File: src/rtl/mbrfb_pkg.sv
// ----------------------------------------------------------------------------
// mbrfb_pkg
// Shared types, constants and CRC-16 helpers for the request frame builder.
// ----------------------------------------------------------------------------
`default_nettype none

package mbrfb_pkg;

	localparam int unsigned BODY_BYTES = 5;

	localparam logic [15:0] CRC_INIT = 16'hFFFF;
	localparam logic [15:0] CRC_POLY = 16'hA001;
	localparam logic [7:0]  VALUE_ON = 8'h64;
	localparam logic [7:0]  REG_BASE = 8'h10;

	localparam logic [6:0]  GROUP_ONE  = 7'd1;
	localparam logic [6:0]  GROUP_TWO  = 7'd2;
	localparam logic [6:0]  GROUP_FOUR = 7'd4;

	localparam logic [7:0]  ID_GROUP_ONE   = 8'd1;
	localparam logic [7:0]  ID_GROUP_PAIR  = 8'd2;
	localparam logic [7:0]  ID_UNKNOWN     = 8'd0;
	localparam logic [7:0]  COUNT_ONE      = 8'd1;
	localparam logic [7:0]  COUNT_TWO      = 8'd2;

	// configuration register indexes
	localparam logic [7:0]  CFG_WRITE_CODE  = 8'd0;
	localparam logic [7:0]  CFG_READ_CODE   = 8'd1;
	localparam logic [7:0]  CFG_GROUP_TWO   = 8'd2;
	localparam logic [7:0]  CFG_GROUP_FOUR  = 8'd3;

	localparam logic [7:0]  RST_WRITE_CODE = 8'd6;
	localparam logic [7:0]  RST_READ_CODE  = 8'd3;
	localparam logic [7:0]  RST_GROUP_TWO  = 8'h22;
	localparam logic [7:0]  RST_GROUP_FOUR = 8'h20;

	// beat positions within a frame
	localparam logic [2:0]  POS_BYTE4 = 3'd4;
	localparam logic [2:0]  POS_BYTE5 = 3'd5;
	localparam logic [2:0]  POS_WR_LAST = 3'd6;
	localparam logic [2:0]  POS_RD_LAST = 3'd5;

	typedef struct packed {
		logic [7:0] write_code;
		logic [7:0] read_code;
		logic [7:0] group_two_register;
		logic [7:0] group_four_register;
	} cfg_t;

	typedef struct packed {
		logic                            wr;
		logic [BODY_BYTES-1:0][7:0]      body;
		logic [15:0]                     crc;
	} frame_t;

	// byte table of the reflected polynomial, one lookup per byte
	function automatic logic [15:0] crc_tab(input logic [7:0] idx);
		logic [15:0] c;
		c = {8'h00, idx};
		for (int i = 0; i < 8; i++) begin
			if (c[0]) begin
				c = (c >> 1) ^ CRC_POLY;
			end else begin
				c = c >> 1;
			end
		end
		return c;
	endfunction

	function automatic logic [15:0] crc_upd(input logic [15:0] crc, input logic [7:0] b);
		return {8'h00, crc[15:8]} ^ crc_tab(crc[7:0] ^ b);
	endfunction

endpackage

`default_nettype wire

File: src/rtl/modbus_request_frame_builder.sv
// ----------------------------------------------------------------------------
// modbus_request_frame_builder
// Builds a Modbus-style request frame per command and sends it byte by byte.
//
//   channel   direction  handshake                payload
//   cmd       in         cmd_valid / cmd_stall    mode, device_group,
//                                                 reg_number, set_value
//   frm       out        frm_valid / frm_stall    frame_byte, last_byte
//   cfg       in         cfg_valid / cfg_ready    cfg_index, cfg_data
//
// A write command gives 7 beats, a read command 6; the byte serializer limits
// the sustained rate, and a waiting frame follows with no gap between frames.
// A command passes the input register, body build, two CRC stages and the
// frame register on its way to the first frame beat.
// Reset clears all valid flags and loads the configuration reset values.
// frm_stall holds the current beat; cmd_stall rises once the pipeline is full.
// ----------------------------------------------------------------------------
`default_nettype none

module modbus_request_frame_builder (
	input  wire logic               clk,
	input  wire logic               arst_n,
	input  wire logic               cmd_valid,
	output logic                    cmd_stall,
	input  wire logic               mode,
	input  wire logic [6:0]         device_group,
	input  wire logic [6:0]         reg_number,
	input  wire logic               set_value,
	output logic                    frm_valid,
	input  wire logic               frm_stall,
	output logic [7:0]              frame_byte,
	output logic                    last_byte,
	input  wire logic               cfg_valid,
	output logic                    cfg_ready,
	input  wire logic [7:0]         cfg_index,
	input  wire logic [7:0]         cfg_data
);
	import mbrfb_pkg::*;

	cfg_t   cfg;
	logic   body_valid;
	frame_t body_frame;
	logic   body_take;
	logic   crc_valid;
	frame_t crc_frame;
	logic   crc_take;

	mbrfb_cfg u_cfg (
		.clk       (clk),
		.arst_n    (arst_n),
		.cfg_valid (cfg_valid),
		.cfg_ready (cfg_ready),
		.cfg_index (cfg_index),
		.cfg_data  (cfg_data),
		.cfg       (cfg)
	);

	mbrfb_build u_build (
		.clk          (clk),
		.arst_n       (arst_n),
		.cmd_valid    (cmd_valid),
		.cmd_stall    (cmd_stall),
		.mode         (mode),
		.device_group (device_group),
		.reg_number   (reg_number),
		.set_value    (set_value),
		.cfg          (cfg),
		.body_valid   (body_valid),
		.body_frame   (body_frame),
		.body_take    (body_take)
	);

	mbrfb_crc u_crc (
		.clk       (clk),
		.arst_n    (arst_n),
		.in_valid  (body_valid),
		.in_frame  (body_frame),
		.in_take   (body_take),
		.out_valid (crc_valid),
		.out_frame (crc_frame),
		.out_take  (crc_take)
	);

	mbrfb_ser u_ser (
		.clk        (clk),
		.arst_n     (arst_n),
		.in_valid   (crc_valid),
		.in_frame   (crc_frame),
		.in_take    (crc_take),
		.frm_valid  (frm_valid),
		.frm_stall  (frm_stall),
		.frame_byte (frame_byte),
		.last_byte  (last_byte)
	);

endmodule

`default_nettype wire

File: src/rtl/mbrfb_cfg.sv
// ----------------------------------------------------------------------------
// mbrfb_cfg
// Configuration register file: function codes and fixed sensor registers.
// ----------------------------------------------------------------------------
`default_nettype none

module mbrfb_cfg (
	input  wire logic               clk,
	input  wire logic               arst_n,
	input  wire logic               cfg_valid,
	output logic                    cfg_ready,
	input  wire logic [7:0]         cfg_index,
	input  wire logic [7:0]         cfg_data,
	output mbrfb_pkg::cfg_t         cfg
);
	import mbrfb_pkg::*;

	cfg_t cfg_q;

	assign cfg_ready = 1'b1;
	assign cfg       = cfg_q;

	always_ff @(posedge clk or negedge arst_n) begin
		if (!arst_n) begin
			cfg_q.write_code          <= RST_WRITE_CODE;
			cfg_q.read_code           <= RST_READ_CODE;
			cfg_q.group_two_register  <= RST_GROUP_TWO;
			cfg_q.group_four_register <= RST_GROUP_FOUR;
		end else if (cfg_valid) begin
			case (cfg_index)
				CFG_WRITE_CODE: cfg_q.write_code          <= cfg_data;
				CFG_READ_CODE:  cfg_q.read_code           <= cfg_data;
				CFG_GROUP_TWO:  cfg_q.group_two_register  <= cfg_data;
				CFG_GROUP_FOUR: cfg_q.group_four_register <= cfg_data;
				default: ;
			endcase
		end
	end

endmodule

`default_nettype wire

File: src/rtl/mbrfb_build.sv
// ----------------------------------------------------------------------------
// mbrfb_build
// Command input register and frame body assembly, with CRC over bytes 0 and 1.
// ----------------------------------------------------------------------------
`default_nettype none

module mbrfb_build (
	input  wire logic               clk,
	input  wire logic               arst_n,
	input  wire logic               cmd_valid,
	output logic                    cmd_stall,
	input  wire logic               mode,
	input  wire logic [6:0]         device_group,
	input  wire logic [6:0]         reg_number,
	input  wire logic               set_value,
	input  wire mbrfb_pkg::cfg_t    cfg,
	output logic                    body_valid,
	output mbrfb_pkg::frame_t       body_frame,
	input  wire logic               body_take
);
	import mbrfb_pkg::*;

	logic       valid_s1;
	logic       mode_s1;
	logic [6:0] group_s1;
	logic [6:0] reg_s1;
	logic       setv_s1;

	logic       valid_s2;
	frame_t     frame_s2;

	logic       adv_s1;
	logic       adv_s2;
	logic       pair_grp;
	logic [7:0] calc_reg;
	frame_t     frame_d;

	assign adv_s2    = !valid_s2 || body_take;
	assign adv_s1    = !valid_s1 || adv_s2;
	assign cmd_stall = !adv_s1;

	always_ff @(posedge clk or negedge arst_n) begin
		if (!arst_n) begin
			valid_s1 <= 1'b0;
		end else if (adv_s1) begin
			valid_s1 <= cmd_valid;
		end
	end

	always_ff @(posedge clk) begin
		if (adv_s1 && cmd_valid) begin
			mode_s1  <= mode;
			group_s1 <= device_group;
			reg_s1   <= reg_number;
			setv_s1  <= set_value;
		end
	end

	always_comb begin
		pair_grp = (group_s1 == GROUP_TWO) || (group_s1 == GROUP_FOUR);
		calc_reg = ({1'b0, reg_s1} | REG_BASE) - 8'd1;

		frame_d.wr = !mode_s1;
		if (group_s1 == GROUP_ONE) begin
			frame_d.body[0] = ID_GROUP_ONE;
		end else if (pair_grp) begin
			frame_d.body[0] = ID_GROUP_PAIR;
		end else begin
			frame_d.body[0] = ID_UNKNOWN;
		end

		if (!mode_s1) begin
			frame_d.body[1] = cfg.write_code;
			frame_d.body[2] = calc_reg;
			frame_d.body[3] = COUNT_ONE;
			frame_d.body[4] = setv_s1 ? VALUE_ON : 8'h00;
		end else begin
			frame_d.body[1] = cfg.read_code;
			frame_d.body[4] = 8'h00;
			if (group_s1 == GROUP_TWO) begin
				frame_d.body[2] = cfg.group_two_register;
				frame_d.body[3] = COUNT_TWO;
			end else if (group_s1 == GROUP_FOUR) begin
				frame_d.body[2] = cfg.group_four_register;
				frame_d.body[3] = COUNT_TWO;
			end else begin
				frame_d.body[2] = calc_reg;
				frame_d.body[3] = COUNT_ONE;
			end
		end

		frame_d.crc = crc_upd(crc_upd(CRC_INIT, frame_d.body[0]), frame_d.body[1]);
	end

	always_ff @(posedge clk or negedge arst_n) begin
		if (!arst_n) begin
			valid_s2 <= 1'b0;
		end else if (adv_s2) begin
			valid_s2 <= valid_s1;
		end
	end

	always_ff @(posedge clk) begin
		if (adv_s2 && valid_s1) begin
			frame_s2 <= frame_d;
		end
	end

	assign body_valid = valid_s2;
	assign body_frame = frame_s2;

endmodule

`default_nettype wire

File: src/rtl/mbrfb_crc.sv
// ----------------------------------------------------------------------------
// mbrfb_crc
// Finishes the CRC-16 over the remaining body bytes in two register stages.
// ----------------------------------------------------------------------------
`default_nettype none

module mbrfb_crc (
	input  wire logic               clk,
	input  wire logic               arst_n,
	input  wire logic               in_valid,
	input  wire mbrfb_pkg::frame_t  in_frame,
	output logic                    in_take,
	output logic                    out_valid,
	output mbrfb_pkg::frame_t       out_frame,
	input  wire logic               out_take
);
	import mbrfb_pkg::*;

	logic   valid_s3;
	frame_t frame_s3;
	logic   valid_s4;
	frame_t frame_s4;

	logic   adv_s3;
	logic   adv_s4;
	frame_t frame_d3;
	frame_t frame_d4;

	assign adv_s4  = !valid_s4 || out_take;
	assign adv_s3  = !valid_s3 || adv_s4;
	assign in_take = adv_s3;

	always_comb begin
		frame_d3     = in_frame;
		frame_d3.crc = crc_upd(crc_upd(in_frame.crc, in_frame.body[2]), in_frame.body[3]);
	end

	// byte 4 belongs to the body only for write frames
	always_comb begin
		frame_d4 = frame_s3;
		if (frame_s3.wr) begin
			frame_d4.crc = crc_upd(frame_s3.crc, frame_s3.body[4]);
		end
	end

	always_ff @(posedge clk or negedge arst_n) begin
		if (!arst_n) begin
			valid_s3 <= 1'b0;
			valid_s4 <= 1'b0;
		end else begin
			if (adv_s3) begin
				valid_s3 <= in_valid;
			end
			if (adv_s4) begin
				valid_s4 <= valid_s3;
			end
		end
	end

	always_ff @(posedge clk) begin
		if (adv_s3 && in_valid) begin
			frame_s3 <= frame_d3;
		end
		if (adv_s4 && valid_s3) begin
			frame_s4 <= frame_d4;
		end
	end

	assign out_valid = valid_s4;
	assign out_frame = frame_s4;

endmodule

`default_nettype wire

File: src/rtl/mbrfb_ser.sv
// ----------------------------------------------------------------------------
// mbrfb_ser
// Frame register and byte serializer: one beat per frame byte, CRC high first.
// ----------------------------------------------------------------------------
`default_nettype none

module mbrfb_ser (
	input  wire logic               clk,
	input  wire logic               arst_n,
	input  wire logic               in_valid,
	input  wire mbrfb_pkg::frame_t  in_frame,
	output logic                    in_take,
	output logic                    frm_valid,
	input  wire logic               frm_stall,
	output logic [7:0]              frame_byte,
	output logic                    last_byte
);
	import mbrfb_pkg::*;

	logic       busy_q;
	frame_t     frame_q;
	logic [2:0] idx_q;

	logic       beat;
	logic       done;

	assign last_byte = (idx_q == (frame_q.wr ? POS_WR_LAST : POS_RD_LAST));
	assign beat      = busy_q && !frm_stall;
	assign done      = beat && last_byte;
	// next frame loads on the cycle the last beat goes out
	assign in_take   = !busy_q || done;
	assign frm_valid = busy_q;

	always_ff @(posedge clk or negedge arst_n) begin
		if (!arst_n) begin
			busy_q <= 1'b0;
			idx_q  <= 3'd0;
		end else if (in_take && in_valid) begin
			busy_q <= 1'b1;
			idx_q  <= 3'd0;
		end else if (done) begin
			busy_q <= 1'b0;
			idx_q  <= 3'd0;
		end else if (beat) begin
			idx_q <= idx_q + 3'd1;
		end
	end

	always_ff @(posedge clk) begin
		if (in_take && in_valid) begin
			frame_q <= in_frame;
		end
	end

	always_comb begin
		case (idx_q)
			3'd0, 3'd1, 3'd2, 3'd3: frame_byte = frame_q.body[idx_q];
			POS_BYTE4: frame_byte = frame_q.wr ? frame_q.body[4] : frame_q.crc[15:8];
			POS_BYTE5: frame_byte = frame_q.wr ? frame_q.crc[15:8] : frame_q.crc[7:0];
			default:   frame_byte = frame_q.crc[7:0];
		endcase
	end

endmodule

`default_nettype wire

File: config.mk
export PLATFORM = sky130hd
export DESIGN_NAME = modbus_request_frame_builder
export DESIGN_NICKNAME = d
export VERILOG_FILES = /design/src/rtl/mbrfb_pkg.sv /design/src/rtl/modbus_request_frame_builder.sv /design/src/rtl/mbrfb_cfg.sv /design/src/rtl/mbrfb_build.sv /design/src/rtl/mbrfb_crc.sv /design/src/rtl/mbrfb_ser.sv
export SDC_FILE = /design/constraint.sdc
export NUM_CORES = 1
export LEC_CHECK = 0
export BUFFER_PORTS_ARGS = -buffer_cell sky130_fd_sc_hd__buf_2
export CORE_ASPECT_RATIO = 1.75
export CORE_UTILIZATION = 54
export CTS_CLUSTER_DIAMETER = 80
export DETAILED_ROUTE_END_ITERATION = 8
export PLACE_DENSITY = 0.81
export SETUP_SLACK_MARGIN = 0.05
export SYNTH_ARGS = -nofsm -noshare
export SYNTH_HDL_FRONTEND = slang
export SYNTH_SLANG_ARGS = --single-unit
File: constraint.sdc
create_clock -name clk -period 4.7 [get_ports clk]
set_input_delay 0.235 -clock clk [delete_from_list [all_inputs] [get_ports clk]]
set_output_delay 0.235 -clock clk [all_outputs]
set_load 0.05 [all_outputs]
==> results.rst <==
.. list-table::
   :header-rows: 1

   * - Metric
     - Value
   * - Outcome
     - finished, final reports clean
   * - Count of clock tree sinks
     - 201
   * - Layout cells sized above 1
     - 25.1%
   * - Signal arrival time at the worst endpoint
     - 2980 ps
   * - Num ports
     - 49
   * - Global-route wire length before repair
     - 21300 um
   * - Final std cells w/o fill
     - 768
   * - Final GP Congestion
     - 0.891
   * - R2r endpoint
     - u_crc.out_frame[35]
   * - Async set or reset register ratio after synthesis
     - 19.9%
   * - Total negative setup slack
     - 0 ps
   * - Ratio of final minimum period to clock period
     - 68.4%
   * - Total of max-cap violations
     - 0
   * - Remaining routing DRC violations
     - 0
   * - Num CTS Buffers
     - 18
   * - Routed wirelength normalized by instance count
     - 17.3 um
   * - CTS H-Tree Depth
     - 1
   * - Power Density
     - 470 mW/mm2
   * - Worst Path Required
     - 4470 ps
   * - Overall routed net length
     - 13300 um
   * - EDFF count, synth
     - 161
   * - Start point of the critical path
     - u_ser.idx_q[0]
   * - Routed vias/inst
     - 5.45
   * - Initial DRT Pass Iterations
     - 4
   * - Placed cells
     - 719
   * - Clock latency of the later-clocked register in the worst-skew pair
     - 480 ps
   * - Predominant post-synthesis flop cell
     - sky130_fd_sc_hd__edfxtp_1
   * - Hpwl dp
     - 9710 um
   * - Max Slew Vio Count
     - 0
   * - Post-Syn Area
     - 0.00822 mm2
   * - Number of inserted diodes
     - 0
   * - Startpoint of the worst hold path
     - cfg_data[2]
   * - 1st-iter DRT viols
     - 129
   * - Max transition margin
     - 23.5%
   * - Count of endpoints failing setup in the final report
     - 0
   * - Worst hold path cell count
     - 2
   * - Peak VDD IR
     - 297 uV
   * - Starting density of the core
     - 55.4%
   * - Reg2reg setup slack
     - 2060 ps
   * - Worst-Margin Slew
     - 1140 ps
   * - DR vias
     - 4189
   * - Filler Cell Count
     - 1022
   * - Launch point of the worst reg-to-reg path
     - u_ser.idx_q[0]
   * - Seq cells post-synth
     - 201
   * - Cell count after synthesis
     - 497
   * - Per-instance average area after synthesis
     - 16.5 um2
   * - Total routing usage reported by global routing
     - 18.3%
   * - Post-layout net count
     - 616
   * - Synthesized Nets
     - 540
   * - Area of all placed cells without fillers
     - 0.00938 mm2
   * - Setup Crit Path Kind
     - register to output port
   * - Clock tree from TritonCTS
     - built
   * - Share of Yosys cell area claimed by the top area cell type
     - 58.8%
   * - Warnings from Yosys
     - 0
   * - Placement Cell Area
     - 0.00868 mm2
   * - Final Hold Violating Endpoints
     - 0
   * - Maximum root-to-sink buffer count
     - 3
   * - Placeable Area
     - 0.0148 mm2
   * - Vias in the first global route
     - 4399
   * - Critical Path Fanout Max
     - 12
   * - Pin count of the biggest net entering global routing
     - 41
   * - Count of standard-cell rows
     - 59
   * - Die outline area
     - 0.0157 mm2
   * - DIE HEIGHT
     - 165 um
   * - RSZ-0062 raised after global routing
     - false
   * - Distinct cell type count after synthesis
     - 52
   * - Top post-synthesis cells by area
     - sky130_fd_sc_hd__edfxtp_1 59%, sky130_fd_sc_hd__dfrtp_1 10%, sky130_fd_sc_hd__mux2_2 6.7%
   * - Die Span X
     - 95.2 um
   * - Initial antenna violation count
     - 0
   * - Post-layout min period
     - 3210 ps
   * - Clk pin slew, worst setup/hold paths
     - 60 ps
   * - Type of the most critical hold path
     - input pin to register
   * - Leak Pwr
     - 3.51 nW
   * - Sequential fraction of the synthesis area
     - 71.1%
   * - Kind of start point of the critical path
     - register
   * - Endpoint kind of the worst setup timing path
     - output port
   * - Clock skew
     - 7.69 ps
   * - Hold Path End
     - u_cfg.cfg[18]
   * - Highest attainable clock frequency
     - 0.311 GHz
   * - Area Growth Syn to Fin
     - 14.2%
   * - DRT antenna net count
     - 0
   * - Overflow left after global routing
     - 0
   * - Root cell of the clock tree
     - sky130_fd_sc_hd__clkbuf_16
   * - Area leader, netlist
     - sky130_fd_sc_hd__edfxtp_1
   * - Number of input and output port buffers inserted
     - 46
   * - R2r worst-path depth
     - 4
## synth_stat cells, types with 3 or more instances
cell	instances
sky130_fd_sc_hd__edfxtp_1	161
sky130_fd_sc_hd__mux2_2	49
sky130_fd_sc_hd__xnor2_1	40
sky130_fd_sc_hd__dfrtp_1	33
sky130_fd_sc_hd__nor2_1	26
sky130_fd_sc_hd__xor2_1	24
sky130_fd_sc_hd__a21oi_1	15
sky130_fd_sc_hd__inv_1	14
sky130_fd_sc_hd__o21ai_0	14
sky130_fd_sc_hd__nand2_1	12
sky130_fd_sc_hd__mux2i_1	10
sky130_fd_sc_hd__clkbuf_1	9
sky130_fd_sc_hd__a22oi_1	8
sky130_fd_sc_hd__dfstp_2	7
sky130_fd_sc_hd__a221o_1	6
sky130_fd_sc_hd__ha_1	6
sky130_fd_sc_hd__nor2b_1	6
sky130_fd_sc_hd__xnor3_1	5
sky130_fd_sc_hd__and3_1	3
sky130_fd_sc_hd__nand3b_1	3
sky130_fd_sc_hd__nor3_1	3
sky130_fd_sc_hd__or2_2	3
## critical path, stage by stage, from the launching register on
cell	delay, ps
sky130_fd_sc_hd__dfrtp_1	530
sky130_fd_sc_hd__ha_1	280
sky130_fd_sc_hd__ha_1	220
sky130_fd_sc_hd__or3_1	420
sky130_fd_sc_hd__or2_2	350
sky130_fd_sc_hd__nand2_1	200
sky130_fd_sc_hd__a22oi_1	100
sky130_fd_sc_hd__o21ai_0	110
sky130_fd_sc_hd__buf_2	290
## sequential cells by signal (all words and copies together) (netlist names)
signal and flops:
u_build.body_valid 1, u_build.group_s1 7, u_build.mode_s1 1, u_build.valid_s1 1, u_crc.frame_d4 22, u_cfg.cfg 32
u_crc.out_valid 1, u_crc.valid_s3 1, u_ser.idx_q 3, u_build.setv_s1 1, u_ser.frm_valid 1, u_ser.frame_q 38
u_crc.out_frame 38, u_build.body_frame 32, u_build.reg_s1 6, u_crc.frame_s3 16
## logic make-up (layout without fill, tap and decap cells)
logic type      Yosys count  after routing  share of synthesized area, %
flops                   201            201                          71.1
simple gates             74             74                          5.18
xor+xnor                 69             69                          8.19
mux                      61             61                          8.48
compound gates           59             59                          4.80
buf+inv                  26            114                          1.25
fa+ha+maj                 6              6                         0.914
other cells               1              1                        0.0456
## cell type report
| cell class | count | area [um2] | share of cell area, % |
|---|---|---|---|
| tap | 183 | 229 | 2.44 |
| inverter | 15 | 56.3 | 0.600 |
| clock inverter | 9 | 43.8 | 0.467 |
| timing repair buffer | 67 | 430 | 4.59 |
| sequential | 201 | 5840 | 62.3 |
| multi-input combinational | 270 | 2290 | 24.4 |
| clock buffer | 23 | 490 | 5.23 |
## cells in the final DEF (no fill, tap or decap), drive strengths merged, types with 3 or more instances in the layout
cell type and n:
mux2i 10, ha 6, dfrtp 33, dlygate4sd3 17, nor3 3, nand3b 3, nor3b 4, nor2b 6
xor2 24, a21oi 15, edfxtp 161, nor4 3, a22oi 8, nor2 26, nand2 12, clkinv 7
and3 3, a221o 6, xnor2 40, dfstp 7, clkbuf 23, inv 16, o21ai 14, xnor3 5
buf 50, mux2 49, or2 3
## worst max-delay path by stage
| stage | depth (start not counted) | endpoint | slack, ps |
|---|---|---|---|
| global route | 8 | frame_byte[5] | 1320 |
| global placement | 8 | frame_byte[7] | 2060 |
| floorplan | 5 | u_crc.out_frame[0] | 250 |
| CTS | 8 | frame_byte[3] | 1440 |
| finish | 8 | frame_byte[3] | 1490 |
| detailed placement | 8 | frame_byte[3] | 1980 |
## what timing repair did
action,4_1_cts,5_1_grt
resized for setup,0,0
hold buffers,17,0
setup buffers,0,0
hold endpoints to repair,49,0
## stage by stage
stage	hold WS (ps)	total power [mW]	util (%)	setup WS, ps
after detailed placement	405	3.11	58.5	1980
after floorplan	-60.6	2.89	-	251
after global placement	385	3.07	58.5	2060
after CTS	22.8	4.45	63.2	1440
final	38.9	4.41	63.2	1490
after global routing	24.0	4.60	63.2	1320
## power by group
| part | switching [mW] | internal [mW] | leakage [nW] |
|---|---|---|---|
| combinational | 0.575 | 0.329 | 1.30 |
| clock | 0.582 | 0.740 | 0.261 |
| sequential | 0.0936 | 2.09 | 1.95 |
| total | 1.25 | 3.16 | 3.51 |
## layer usage
metal	part of all wire (%)	GRT usage [%]	vias to the layer above	wire length [um]
li1	-	-	2008	-
met1	32	16.0	2048	4310
met2	60	37.4	96	7920
met3	3.4	2.61	37	454
met4	4.6	10.1	0	612
met5	0	0	-	0
No activity file was read; power rests on OpenSTA's default activity.
